==> config.mk <==
export PLATFORM = sky130hd
export DESIGN_NAME = serial_frame_receiver_with_ack
export DESIGN_NICKNAME = d
export VERILOG_FILES = /design/src/rtl/sfrx_pkg.sv /design/src/rtl/sfrx_payload_ram.sv /design/src/rtl/sfrx_parser.sv /design/src/rtl/sfrx_emitter.sv /design/src/rtl/serial_frame_receiver_with_ack.sv
export SDC_FILE = /design/constraint.sdc
export NUM_CORES = 1
export LEC_CHECK = 0
export BUFFER_PORTS_ARGS = -buffer_cell sky130_fd_sc_hd__buf_4
export CORE_MARGIN = 5
export CORE_UTILIZATION = 52
export DETAILED_ROUTE_END_ITERATION = 10
export GPL_TIMING_DRIVEN = 1
export PLACE_DENSITY = 0.69
export SETUP_SLACK_MARGIN = 0.5
export SYNTH_ARGS = -nofsm -noshare
export SYNTH_HDL_FRONTEND = slang
export SYNTH_SLANG_ARGS = --single-unit
==> constraint.sdc <==
create_clock -name clk -period 4 [get_ports clk]
set_input_delay 0.2 -clock clk [delete_from_list [all_inputs] [get_ports clk]]
set_output_delay 0.2 -clock clk [all_outputs]
set_load 0.02 [all_outputs]
==> src/rtl/sfrx_pkg.sv <==
// ============================================================================
// sfrx_pkg
// Shared constants, codes and handshake types of the serial frame receiver.
// ============================================================================
package sfrx_pkg;

    localparam int MAX_PAYLOAD_DEF = 30;

    localparam int KIND_W = 2;
    localparam int VALUE_W = 8;
    localparam int PORT_W = 4;
    localparam int LENGTH_W = 5;
    localparam int POSITION_W = 6;

    localparam logic [VALUE_W-1:0] START_BYTE_RST = 8'hAA;
    localparam logic [PORT_W-1:0] SETPOINT_PORT_RST = 4'd3;
    localparam logic [VALUE_W-1:0] ACK_ZERO = 8'h00;

    localparam int CFG_IDX_W = 1;
    localparam int CFG_DATA_W = 8;
    localparam logic [CFG_IDX_W-1:0] CFG_START_BYTE = 1'b0;
    localparam logic [CFG_IDX_W-1:0] CFG_SETPOINT_PORT = 1'b1;

    localparam logic [KIND_W-1:0] KIND_ACCEPT = 2'd0;
    localparam logic [KIND_W-1:0] KIND_PAYLOAD = 2'd1;
    localparam logic [KIND_W-1:0] KIND_ACK = 2'd2;
    localparam logic [KIND_W-1:0] KIND_ERROR = 2'd3;

    typedef struct packed {
        logic good;
        logic bad;
    } frame_evt_t;

    typedef struct packed {
        logic busy;
        logic out_free;
    } emit_stat_t;

endpackage

==> src/rtl/sfrx_payload_ram.sv <==
// ============================================================================
// sfrx_payload_ram
// Payload buffer: one write port, one read port, registered read data.
// ============================================================================
module sfrx_payload_ram #(
    parameter int DEPTH = sfrx_pkg::MAX_PAYLOAD_DEF,
    parameter int ADDR_W = (DEPTH > 1) ? $clog2(DEPTH) : 1
) (
    input  logic              clk,
    input  logic              we,
    input  logic [ADDR_W-1:0] waddr,
    input  logic [7:0]        wdata,
    input  logic [ADDR_W-1:0] raddr,
    output logic [7:0]        rdata
);

    logic [7:0] mem [DEPTH];
    logic [7:0] rdata_reg;

    always_ff @(posedge clk)
    begin
        if (we)
        begin
            mem[waddr] <= wdata;
        end
    end

    always_ff @(posedge clk)
    begin
        if ({1'b0, raddr} < (ADDR_W + 1)'(DEPTH))
        begin
            rdata_reg <= mem[raddr];
        end
    end

    assign rdata = rdata_reg;

endmodule

==> src/rtl/sfrx_parser.sv <==
// ============================================================================
// sfrx_parser
// Frame hunt, header and length capture, payload buffering and running sum.
// ============================================================================
module sfrx_parser #(
    parameter int MAX_PAYLOAD = sfrx_pkg::MAX_PAYLOAD_DEF,
    parameter int ADDR_W = (MAX_PAYLOAD > 1) ? $clog2(MAX_PAYLOAD) : 1,
    parameter int LEN_W = $clog2(MAX_PAYLOAD + 1)
) (
    input  logic                  clk,
    input  logic                  rst_n,
    input  logic [7:0]            start_byte,
    input  logic                  in_valid,
    output logic                  in_ready,
    input  logic [7:0]            rx_byte,
    input  sfrx_pkg::emit_stat_t  stat,
    output sfrx_pkg::frame_evt_t  evt,
    output logic [7:0]            held_header,
    output logic [LEN_W-1:0]      held_length,
    output logic                  wr_en,
    output logic [ADDR_W-1:0]     wr_addr,
    output logic [7:0]            wr_data
);

    localparam logic [2:0] PH_WAIT = 3'd0;
    localparam logic [2:0] PH_HEADER = 3'd1;
    localparam logic [2:0] PH_LENGTH = 3'd2;
    localparam logic [2:0] PH_DATA = 3'd3;
    localparam logic [2:0] PH_CHECK = 3'd4;

    logic [2:0]       phase_reg, phase_next;
    logic [7:0]       header_reg, header_next;
    logic [LEN_W-1:0] length_reg, length_next;
    logic [LEN_W-1:0] index_reg, index_next;
    logic [7:0]       sum_reg, sum_next;
    logic             take;
    logic [LEN_W-1:0] index_inc;

    assign in_ready = !stat.busy && ((phase_reg != PH_CHECK) || stat.out_free);
    assign take = in_valid && in_ready;
    assign index_inc = index_reg + LEN_W'(1);

    always_comb
    begin
        phase_next = phase_reg;
        header_next = header_reg;
        length_next = length_reg;
        index_next = index_reg;
        sum_next = sum_reg;
        evt = '0;
        wr_en = 1'b0;
        if (take)
        begin
            unique case (phase_reg)
                PH_HEADER:
                begin
                    if (rx_byte != start_byte)
                    begin
                        header_next = rx_byte;
                        sum_next = rx_byte;
                        phase_next = PH_LENGTH;
                    end
                end
                PH_LENGTH:
                begin
                    sum_next = sum_reg + rx_byte;
                    if (rx_byte > 8'(MAX_PAYLOAD))
                    begin
                        phase_next = PH_WAIT;
                    end
                    else
                    begin
                        length_next = rx_byte[LEN_W-1:0];
                        index_next = '0;
                        phase_next = (rx_byte == 8'd0) ? PH_CHECK : PH_DATA;
                    end
                end
                PH_DATA:
                begin
                    wr_en = 1'b1;
                    index_next = index_inc;
                    sum_next = sum_reg + rx_byte;
                    if (index_inc >= length_reg)
                    begin
                        phase_next = PH_CHECK;
                    end
                end
                PH_CHECK:
                begin
                    evt.good = (rx_byte == sum_reg);
                    evt.bad = (rx_byte != sum_reg);
                    phase_next = PH_WAIT;
                end
                default:
                begin
                    phase_next = (rx_byte == start_byte) ? PH_HEADER : PH_WAIT;
                end
            endcase
        end
    end

    always_ff @(posedge clk or negedge rst_n)
    begin
        if (!rst_n)
        begin
            phase_reg <= PH_WAIT;
            header_reg <= '0;
            length_reg <= '0;
            index_reg <= '0;
            sum_reg <= '0;
        end
        else
        begin
            phase_reg <= phase_next;
            header_reg <= header_next;
            length_reg <= length_next;
            index_reg <= index_next;
            sum_reg <= sum_next;
        end
    end

    assign held_header = header_reg;
    assign held_length = length_reg;
    assign wr_addr = index_reg[ADDR_W-1:0];
    assign wr_data = rx_byte;

endmodule

==> src/rtl/sfrx_emitter.sv <==
// ============================================================================
// sfrx_emitter
// Result sequencer: accept, payload readback and acknowledge bytes, or error.
// ============================================================================
module sfrx_emitter #(
    parameter int MAX_PAYLOAD = sfrx_pkg::MAX_PAYLOAD_DEF,
    parameter int ADDR_W = (MAX_PAYLOAD > 1) ? $clog2(MAX_PAYLOAD) : 1,
    parameter int LEN_W = $clog2(MAX_PAYLOAD + 1),
    parameter int POS_W = $clog2(MAX_PAYLOAD + 7)
) (
    input  logic                                clk,
    input  logic                                rst_n,
    input  sfrx_pkg::frame_evt_t                evt,
    input  logic [7:0]                          held_header,
    input  logic [LEN_W-1:0]                    held_length,
    input  logic [7:0]                          start_byte,
    input  logic [sfrx_pkg::PORT_W-1:0]         setpoint_port,
    output logic [ADDR_W-1:0]                   rd_addr,
    input  logic [7:0]                          rd_data,
    output sfrx_pkg::emit_stat_t                stat,
    output logic                                out_valid,
    input  logic                                out_ready,
    output logic [sfrx_pkg::KIND_W-1:0]         kind,
    output logic [sfrx_pkg::VALUE_W-1:0]        value,
    output logic [7:0]                          frame_header,
    output logic [sfrx_pkg::PORT_W-1:0]         port,
    output logic                                to_setpoint,
    output logic [sfrx_pkg::LENGTH_W-1:0]       payload_length,
    output logic [sfrx_pkg::POSITION_W-1:0]     position,
    output logic                                last
);

    logic                          busy_reg, busy_next;
    logic                          fresh_reg, fresh_next;
    logic [POS_W-1:0]              pos_reg, pos_next;
    logic                          valid_reg, valid_next;
    logic [sfrx_pkg::KIND_W-1:0]   kind_reg, kind_next;
    logic [7:0]                    value_reg, value_next;
    logic [7:0]                    header_reg, header_next;
    logic                          setpt_reg, setpt_next;
    logic [LEN_W-1:0]              len_reg, len_next;
    logic [POS_W-1:0]              opos_reg, opos_next;
    logic                          last_reg, last_next;

    logic                          out_free;
    logic                          load;
    logic [POS_W-1:0]              len_ext;
    logic [sfrx_pkg::KIND_W-1:0]   seq_kind;
    logic [7:0]                    seq_value;
    logic                          seq_last;
    logic                          hdr_match;

    assign out_free = !valid_reg || out_ready;
    assign load = busy_reg && fresh_reg && out_free;
    assign len_ext = POS_W'(held_length);
    assign hdr_match = (held_header[7:4] == setpoint_port);
    assign rd_addr = ADDR_W'(pos_reg - POS_W'(1));
    assign stat.busy = busy_reg;
    assign stat.out_free = out_free;

    always_comb
    begin
        seq_last = 1'b0;
        priority if (pos_reg == '0)
        begin
            seq_kind = sfrx_pkg::KIND_ACCEPT;
            seq_value = 8'd0;
        end
        else if (pos_reg <= len_ext)
        begin
            seq_kind = sfrx_pkg::KIND_PAYLOAD;
            seq_value = rd_data;
        end
        else if (pos_reg == len_ext + POS_W'(1) || pos_reg == len_ext + POS_W'(2))
        begin
            seq_kind = sfrx_pkg::KIND_ACK;
            seq_value = start_byte;
        end
        else if (pos_reg == len_ext + POS_W'(4))
        begin
            seq_kind = sfrx_pkg::KIND_ACK;
            seq_value = sfrx_pkg::ACK_ZERO;
        end
        else
        begin
            seq_kind = sfrx_pkg::KIND_ACK;
            seq_value = held_header;
            seq_last = (pos_reg == len_ext + POS_W'(5));
        end
    end

    always_comb
    begin
        busy_next = busy_reg;
        pos_next = pos_reg;
        fresh_next = busy_reg && !load;
        valid_next = valid_reg && !out_ready;
        kind_next = kind_reg;
        value_next = value_reg;
        header_next = header_reg;
        setpt_next = setpt_reg;
        len_next = len_reg;
        opos_next = opos_reg;
        last_next = last_reg;
        if (evt.good)
        begin
            busy_next = 1'b1;
            pos_next = '0;
            fresh_next = 1'b0;
        end
        else if (evt.bad)
        begin
            valid_next = 1'b1;
            kind_next = sfrx_pkg::KIND_ERROR;
            value_next = 8'd0;
            header_next = held_header;
            setpt_next = hdr_match;
            len_next = held_length;
            opos_next = '0;
            last_next = 1'b1;
        end
        else if (load)
        begin
            valid_next = 1'b1;
            kind_next = seq_kind;
            value_next = seq_value;
            header_next = held_header;
            setpt_next = hdr_match;
            len_next = held_length;
            opos_next = pos_reg;
            last_next = seq_last;
            pos_next = pos_reg + POS_W'(1);
            busy_next = !seq_last;
        end
    end

    always_ff @(posedge clk or negedge rst_n)
    begin
        if (!rst_n)
        begin
            busy_reg <= 1'b0;
            fresh_reg <= 1'b0;
            pos_reg <= '0;
            valid_reg <= 1'b0;
        end
        else
        begin
            busy_reg <= busy_next;
            fresh_reg <= fresh_next;
            pos_reg <= pos_next;
            valid_reg <= valid_next;
        end
    end

    always_ff @(posedge clk)
    begin
        kind_reg <= kind_next;
        value_reg <= value_next;
        header_reg <= header_next;
        setpt_reg <= setpt_next;
        len_reg <= len_next;
        opos_reg <= opos_next;
        last_reg <= last_next;
    end

    assign out_valid = valid_reg;
    assign kind = kind_reg;
    assign value = value_reg;
    assign frame_header = header_reg;
    assign port = header_reg[7:4];
    assign to_setpoint = setpt_reg;
    assign payload_length = sfrx_pkg::LENGTH_W'(len_reg);
    assign position = sfrx_pkg::POSITION_W'(opos_reg);
    assign last = last_reg;

endmodule

==> src/rtl/serial_frame_receiver_with_ack.sv <==
// ============================================================================
// serial_frame_receiver_with_ack
// Length-prefixed serial frame receiver with 8-bit sum check and acknowledge.
// ============================================================================
// Usage:
//   Input channel (in_valid/in_ready/rx_byte) takes one received byte per
//   request. Output channel (out_valid/out_ready) returns result items held
//   in an output register. Configuration writes (cfg_we/cfg_index/cfg_data)
//   take effect at the next edge; write them only while the block is idle.
//   Header, length and payload bytes are taken one per cycle while no
//   run is in progress; payload bytes are written into the payload RAM
//   as they arrive. A checksum byte with a bad sum yields one error item
//   in the next cycle. A good sum yields length+6 items; after each item
//   the sequencer waits for the registered RAM read data before loading
//   the next, and it holds at output stalls. No input is taken during that
//   run. A stalled receiver holds the output register; input is still
//   taken unless a checksum byte arrives or a run is in progress.
//   Reset returns to hunting for the start byte, restores the register
//   defaults and empties the output register. The RAM is not cleared.
// ============================================================================
module serial_frame_receiver_with_ack #(
    parameter int MAX_PAYLOAD = sfrx_pkg::MAX_PAYLOAD_DEF
) (
    input  logic                                clk,
    input  logic                                rst_n,
    input  logic                                cfg_we,
    input  logic [sfrx_pkg::CFG_IDX_W-1:0]      cfg_index,
    input  logic [sfrx_pkg::CFG_DATA_W-1:0]     cfg_data,
    input  logic                                in_valid,
    output logic                                in_ready,
    input  logic [7:0]                          rx_byte,
    output logic                                out_valid,
    input  logic                                out_ready,
    output logic [sfrx_pkg::KIND_W-1:0]         kind,
    output logic [sfrx_pkg::VALUE_W-1:0]        value,
    output logic [7:0]                          frame_header,
    output logic [sfrx_pkg::PORT_W-1:0]         port,
    output logic                                to_setpoint,
    output logic [sfrx_pkg::LENGTH_W-1:0]       payload_length,
    output logic [sfrx_pkg::POSITION_W-1:0]     position,
    output logic                                last
);

    localparam int ADDR_W = (MAX_PAYLOAD > 1) ? $clog2(MAX_PAYLOAD) : 1;
    localparam int LEN_W = $clog2(MAX_PAYLOAD + 1);
    localparam int POS_W = $clog2(MAX_PAYLOAD + 7);

    logic [7:0]                   start_byte_reg;
    logic [sfrx_pkg::PORT_W-1:0]  setpoint_port_reg;

    sfrx_pkg::frame_evt_t         evt;
    sfrx_pkg::emit_stat_t         stat;
    logic [7:0]                   held_header;
    logic [LEN_W-1:0]             held_length;
    logic                         wr_en;
    logic [ADDR_W-1:0]            wr_addr;
    logic [7:0]                   wr_data;
    logic [ADDR_W-1:0]            rd_addr;
    logic [7:0]                   rd_data;

    always_ff @(posedge clk or negedge rst_n)
    begin
        if (!rst_n)
        begin
            start_byte_reg <= sfrx_pkg::START_BYTE_RST;
            setpoint_port_reg <= sfrx_pkg::SETPOINT_PORT_RST;
        end
        else if (cfg_we)
        begin
            if (cfg_index == sfrx_pkg::CFG_START_BYTE)
            begin
                start_byte_reg <= cfg_data[7:0];
            end
            else if (cfg_index == sfrx_pkg::CFG_SETPOINT_PORT)
            begin
                setpoint_port_reg <= cfg_data[sfrx_pkg::PORT_W-1:0];
            end
        end
    end

    sfrx_parser #(
        .MAX_PAYLOAD (MAX_PAYLOAD),
        .ADDR_W      (ADDR_W),
        .LEN_W       (LEN_W)
    ) u_parser (
        .clk         (clk),
        .rst_n       (rst_n),
        .start_byte  (start_byte_reg),
        .in_valid    (in_valid),
        .in_ready    (in_ready),
        .rx_byte     (rx_byte),
        .stat        (stat),
        .evt         (evt),
        .held_header (held_header),
        .held_length (held_length),
        .wr_en       (wr_en),
        .wr_addr     (wr_addr),
        .wr_data     (wr_data)
    );

    sfrx_payload_ram #(
        .DEPTH  (MAX_PAYLOAD),
        .ADDR_W (ADDR_W)
    ) u_ram (
        .clk   (clk),
        .we    (wr_en),
        .waddr (wr_addr),
        .wdata (wr_data),
        .raddr (rd_addr),
        .rdata (rd_data)
    );

    sfrx_emitter #(
        .MAX_PAYLOAD (MAX_PAYLOAD),
        .ADDR_W      (ADDR_W),
        .LEN_W       (LEN_W),
        .POS_W       (POS_W)
    ) u_emitter (
        .clk            (clk),
        .rst_n          (rst_n),
        .evt            (evt),
        .held_header    (held_header),
        .held_length    (held_length),
        .start_byte     (start_byte_reg),
        .setpoint_port  (setpoint_port_reg),
        .rd_addr        (rd_addr),
        .rd_data        (rd_data),
        .stat           (stat),
        .out_valid      (out_valid),
        .out_ready      (out_ready),
        .kind           (kind),
        .value          (value),
        .frame_header   (frame_header),
        .port           (port),
        .to_setpoint    (to_setpoint),
        .payload_length (payload_length),
        .position       (position),
        .last           (last)
    );

endmodule

### Word level (Yosys, flattened, before mapping)

Memory sizes are Yosys's and may differ from the RTL's. A register that Yosys moved wholly into a read port is not among the register bits.
Index checks and enable logic that the tools add are counted.

| storage, ports and cells | value |
|---|---|
| RAM bits | 240 |
| logic and storage cells | 128 |
| register bits | 81 |
| memories | 1 |
| bits of input ports | 22 |
| output and inout bits | 37 |

| operators by class | value |
|---|---|
| $add $sub $neg | 8 |
| order comparisons | 4 |
| eq/ne operators | 18 |
| reduce and logical (&&, ||, !) cells | 30 |
| multiplexer cells | 46 |
| bitwise operators | 3 |

Memories:

| memory | depth | width | read ports | clocked after Yosys merged registers in | wr ports | line | RTL |
|---|---|---|---|---|---|---|---|
| u_ram.mem | 30 | 8 | 1 | 1 | 1 | sfrx_payload_ram.sv:17 | `logic [7:0] mem [DEPTH];` |

Operators with widths:

| kind | count |
|---|---|
| $mux W8 | 8 |
| $eq A6 B6 Y1 | 4 |
| $mux W6 | 4 |
| $mux W1 | 19 |
| $eq A8 B8 Y1 | 2 |
| $ne A8 B8 Y1 | 2 |
| $pmux W8 S2 | 1 |
| $mux W5 | 3 |
| $reduce_and A3 Y1 | 5 |
| $add A5 B3 Y6 const B | 2 |
| $mux W3 | 4 |
| $pmux W3 S4 | 1 |
| $mux W2 | 5 |
| $pmux W5 S2 | 1 |
| $add A8 B8 Y8 | 1 |
| $gt A8 B5 Y1 const B | 1 |
| $logic_not A8 Y1 | 1 |
| $reduce_and A2 Y1 | 4 |
| $reduce_bool A2 Y1 | 4 |
| $add A5 B1 Y6 const B | 1 |
| $add A5 B2 Y6 const B | 1 |
| $add A6 B1 Y6 const B | 1 |
| $eq A3 B2 Y1 const B | 2 |
| $le A6 B5 Y1 | 1 |
| 16 further kinds | 31 |

### Longest topological paths before layout

| logic depth | value |
|---|---|
| depth in word-level cells | 10 |
| depth in mapped cells | 11 |

### By module

From an unflattened synthesis, not the netlist that was laid out.

| second synthesis, totals | value |
|---|---|
| cells, all modules | 983 |
| area total of the unflattened synthesis | 14602.8 um^2 |

Modules (own cells, without submodules):

| module | instances | area an instance (um^2) | cells each |
|---|---|---|---|
| sfrx_payload_ram | 1 | 9740.6 | 536 |
| sfrx_emitter | 1 | 2376.0 | 216 |
| sfrx_parser | 1 | 1984.4 | 204 |
| serial_frame_receiver_with_ack | 1 | 501.7 | 27 |

### Worst setup path before layout

OpenSTA, ideal clock, no wires.

| timing | value |
|---|---|
| path kind | reg-to-reg |
| from | register u_emitter.pos_reg[0] |
| to | register u_ram.rdata_reg[0], in the netlist u_ram.rdata[0], read port of u_ram.mem (data pin) |
| clock period less this slack | 3.401 ns |
| arrival | 3.141 ns |
| stages on the path, launching flop included | 11 |
| slack | 0.599 ns |
| required time | 3.740 ns |
| cell sequence | dfrtp_1 > buf_6 > buf_2 > buf_2 > inv_1 > ha_1 > buf_1 > clkbuf_1 > mux4_2 > mux4_2 > mux2_2 |

| between the ends | value |
|---|---|
| longest elaborated chain between the ends | 2 |

RTL lines:

| element | line | RTL |
|---|---|---|
| from (decl) | sfrx_emitter.sv:35 | `logic [POS_W-1:0] pos_reg, pos_next;` |
| from (signal assigned) | sfrx_emitter.sv:150 | `pos_reg <= pos_next;` |
| $sub A5 B1 Y5 * | sfrx_emitter.sv:57 | `assign rd_addr = ADDR_W'(pos_reg - POS_W'(1));` |
| $lt A5 B5 Y1 | sfrx_payload_ram.sv:30 | `if ({1'b0, raddr} < (ADDR_W + 1)'(DEPTH))` |
| to (decl) | sfrx_payload_ram.sv:18 | `logic [7:0] rdata_reg;` |

Every way passes the cells marked *; elsewhere a longest branch is shown, timed or not.
A chain may end at the register's enable or synchronous reset.

### Worst setup path in the final report

| timing | value |
|---|---|
| from | register u_emitter.pos_reg[0] |
| to | register u_ram.rdata_reg[6], in the netlist u_ram.rdata[6], read port of u_ram.mem (data pin) |

The elaborated chain is that of the path after synthesis.

==> out/results.tsv <==
stage	metric	value	unit
outcome	outcome	complete, no violations	
setup_path	slowest stage cell, crit path	ha_2	
final_layout	NumNets Final	968	
placed_design	post-DP HPWL	19300	microns
logic_synthesis	Netlist Area Pre-Place	14200	sq um
logic_synthesis	Synth Area per Inst	17.2	sq um
final_layout	ratio of cells with drive above 1 in the final layout	0.281	
placed_design	Final GP Congestion	0.812	
logic_synthesis	Seq/Total Area, Yosys	0.677	
logic_synthesis	complex-gate fraction of the synthesized area	0.0373	
logic_synthesis	Yosys top cell by area	edfxtp_1	
logic_synthesis	Yosys top cell area share	0.588	
setup_path	critical-path cell list	inv_1 -> ha_2 -> buf_12 -> mux4_2 -> mux4_2 -> mux2_2	
final_layout	max FFs per register	240	
global_routing	total grt overflow	0	
drt	DRC	0	
drt	post-route ant nets	0	
floorplanning	# IOs	59	
sta	Setup Skew	0.0169	ns
setup_path	Setup CP Type	reg -> reg	
global_routing	global-route wire length before repair	45700	microns
global_routing	Total Routing Usage GR	0.194	
setup_path	CP most frequent cell	mux4_2	
final_layout	Biggest register	u_ram.mem	
floorplanning	die width	176	microns
cts	clk_lat worst skew	0.52	ns
drt	WL per Instance	23.0	microns
cts	Clock Path Buffers	3	
drt	drt pass-1 iters	5	
cts	CTS tree	built	
logic_synthesis	adder-cell share of the synthesized area	0.0269	
cts	CTS Sinks	329	
setup_path	CP peak stage delay	0.74	ns
logic_synthesis	Area contributors post-synth	edfxtp_1 59%, mux4_2 11%, dfrtp_1 7.7%	
job	max cap viols	0	
sta	fin crit period	3.04	ns
placed_design	placed cells	1212	
logic_synthesis	Synth Register Bits	329	
cts	clock slew at reported path FFs	0.07	ns
setup_path	Worst EP required	4.27	ns
drt	Via Count	7606	
floorplanning	Die H	176	microns
logic_synthesis	asr flop ratio synth	0.152	
floorplanning	FP Rows	60	
cts	H-tree level count	2	
setup_path	Max FO, Critical Path	38	
global_routing	largest net degree at the start of global routing	69	
drt	drt via density	5.93	
final_layout	n_diodes	0	
logic_synthesis	Post-synth EDFFs	279	
sta	setup TNS	0	ns
logic_synthesis	XOR/XNOR share of the synthesized area	0.0232	
final_layout	Area Growth Syn to Fin	14.6	%
cts	CTS Buf Count	34	
logic_synthesis	top-count cell post-synth	edfxtp_1	
logic_synthesis	Top FF cell, synth	edfxtp_1	
logic_synthesis	Synth warnings	0	
global_routing	initial antenna violation count	0	
logic_synthesis	cell count after synthesis	830	
drt	routed wire length	29600	microns
floorplanning	core area	27000	sq um
logic_synthesis	Simple-Gate Fraction of Synth Area	0.0638	
power	VDD IR max	0.387	mV
global_routing	vias in the first global route	7633	
logic_synthesis	unique cell type count in the Yosys netlist	66	
cts	Post-CTS Setup Inserts	0	
sta	Worst-Margin Slew	0.969	ns
sta	final period utilization	0.760	
setup_path	crit path capture type	flip-flop	
floorplanning	die area	30800	sq um
sta	fmax	329	MHz
logic_synthesis	Synth top cells by count	279 x edfxtp_1, 72 x mux4_2, 58 x nor2_1	
sta	Setup Viol. Count Final	0	
sta	Slew Viols, Final	0	
logic_synthesis	mux cell area share after synthesis	0.151	
sta	RSZ-0062 raised after global routing	false	
power	Power per Cell Area	497	nW/um^2
logic_synthesis	largest family of logic cells by synthesized area	multiplexers	
hold_path	Hold Path Class	in -> reg	
power	Static Leakage	0.00576	uW
sta	Final Hold Viols	0	
placed_design	PortBufs	58	
sta	Max-slew headroom	0.352	
drt	initial DRC count	627	
final_layout	Final Non-Filler Cells	1283	
cts	Root Driver	clkbuf_16	
setup_path	type of origin of the critical path	flip-flop	
floorplanning	initial core utilization	0.529	
logic_synthesis	Mapped Nets	882	
setup_path	crit path DAT	3.30	ns
==> final timing paths <==
kind                                    startpoint                         to  slack (ns)  depth (start not counted)
max in group asynchronous                    rst_n       u_emitter.pos_reg[0]        3.22                          2
min                                     rx_byte[2]           u_ram.mem[26][2]        0.02                          1
min reg2reg                u_parser.held_header[0]  u_emitter.frame_header[0]        0.49                          0
max reg2reg                   u_emitter.pos_reg[0]             u_ram.rdata[6]        0.96                          6
max                           u_emitter.pos_reg[0]             u_ram.rdata[6]        0.96                          6
min in group asynchronous                    rst_n       setpoint_port_reg[2]        0.25                          2
==> repair_timing <==
item,4_1_cts,5_1_grt
hold endpoints to repair,56,0
hold buffers,9,0
gates resized for setup,0,0
==> cells by family (layout without fill, tap and decap cells) <==
group,Yosys count,after routing
AOI/OAI and AO/OA,76,76
buffers and inverters,58,170
adders and majority gates,30,30
xor gates and xnor gates,36,36
and+or+nand+nor,181,181
muxes,120,120
DFF,329,329
==> critical path: cells and delay by family, from the launching register on <==
kind,cells,cell delay (ns)
muxes,3,1.17
adders and majority gates,1,0.74
DFF,1,0.43
buffers and inverters,2,0.43
==> layout make-up <==
class	count	area (sq um)
Inverter	19	71.3
Clock inverter	21	231
Clock buffer	41	920
Timing Repair Buffer	89	716
Sequential cell	329	9640
Tap cell	341	427
Fill cell	2000	10600
Multi-Input combinational cell	443	4320
==> metrics by stage <==
stage                     utilization  power (uW)  worst slack [ns]  hold WS, ns  area (sq um)
final                           0.606        8110             0.962       0.0157         16300
after global routing            0.606        8450             0.826       0.0135         16300
after CTS                       0.606        8180             0.963      0.00539         16300
after detailed placement        0.560        4940             0.974        0.288         15100
after global placement          0.560        4920              1.00        0.284         15100
after floorplan                     -        4660             0.599      -0.0956         14200
==> per-layer routing <==
metal	vias up	wire, microns	track usage
li1	3431	-	-
met3	46	1810	0.0394
met1	3872	13100	0.283
met2	257	14100	0.307
met4	0	544	0.0448
met5	-	0	0
==> report_power, final <==
group          internal (uW)  leakage (uW)  switching [uW]
combinational            407       0.00206             474
clock                   1920      0.000563            1320
sequential              3860       0.00313             137
total                   6190       0.00576            1930
==> placed cells by master (no fill, tap or decap), drive strengths merged, types with 13 or more instances in the layout <==
cell / netlist / final
clkinv: 0 / 13
mux4: 72 / 72
nand2: 35 / 35
nand3: 16 / 16
dfrtp: 44 / 44
mux2: 43 / 43
o21ai: 17 / 17
edfxtp: 279 / 279
buf: 25 / 80
and2: 14 / 14
inv: 19 / 21
nor2: 58 / 58
ha: 29 / 29
clkbuf: 14 / 41
a21oi: 15 / 15
xor2: 24 / 24
No activity file was read; power rests on OpenSTA's default activity.
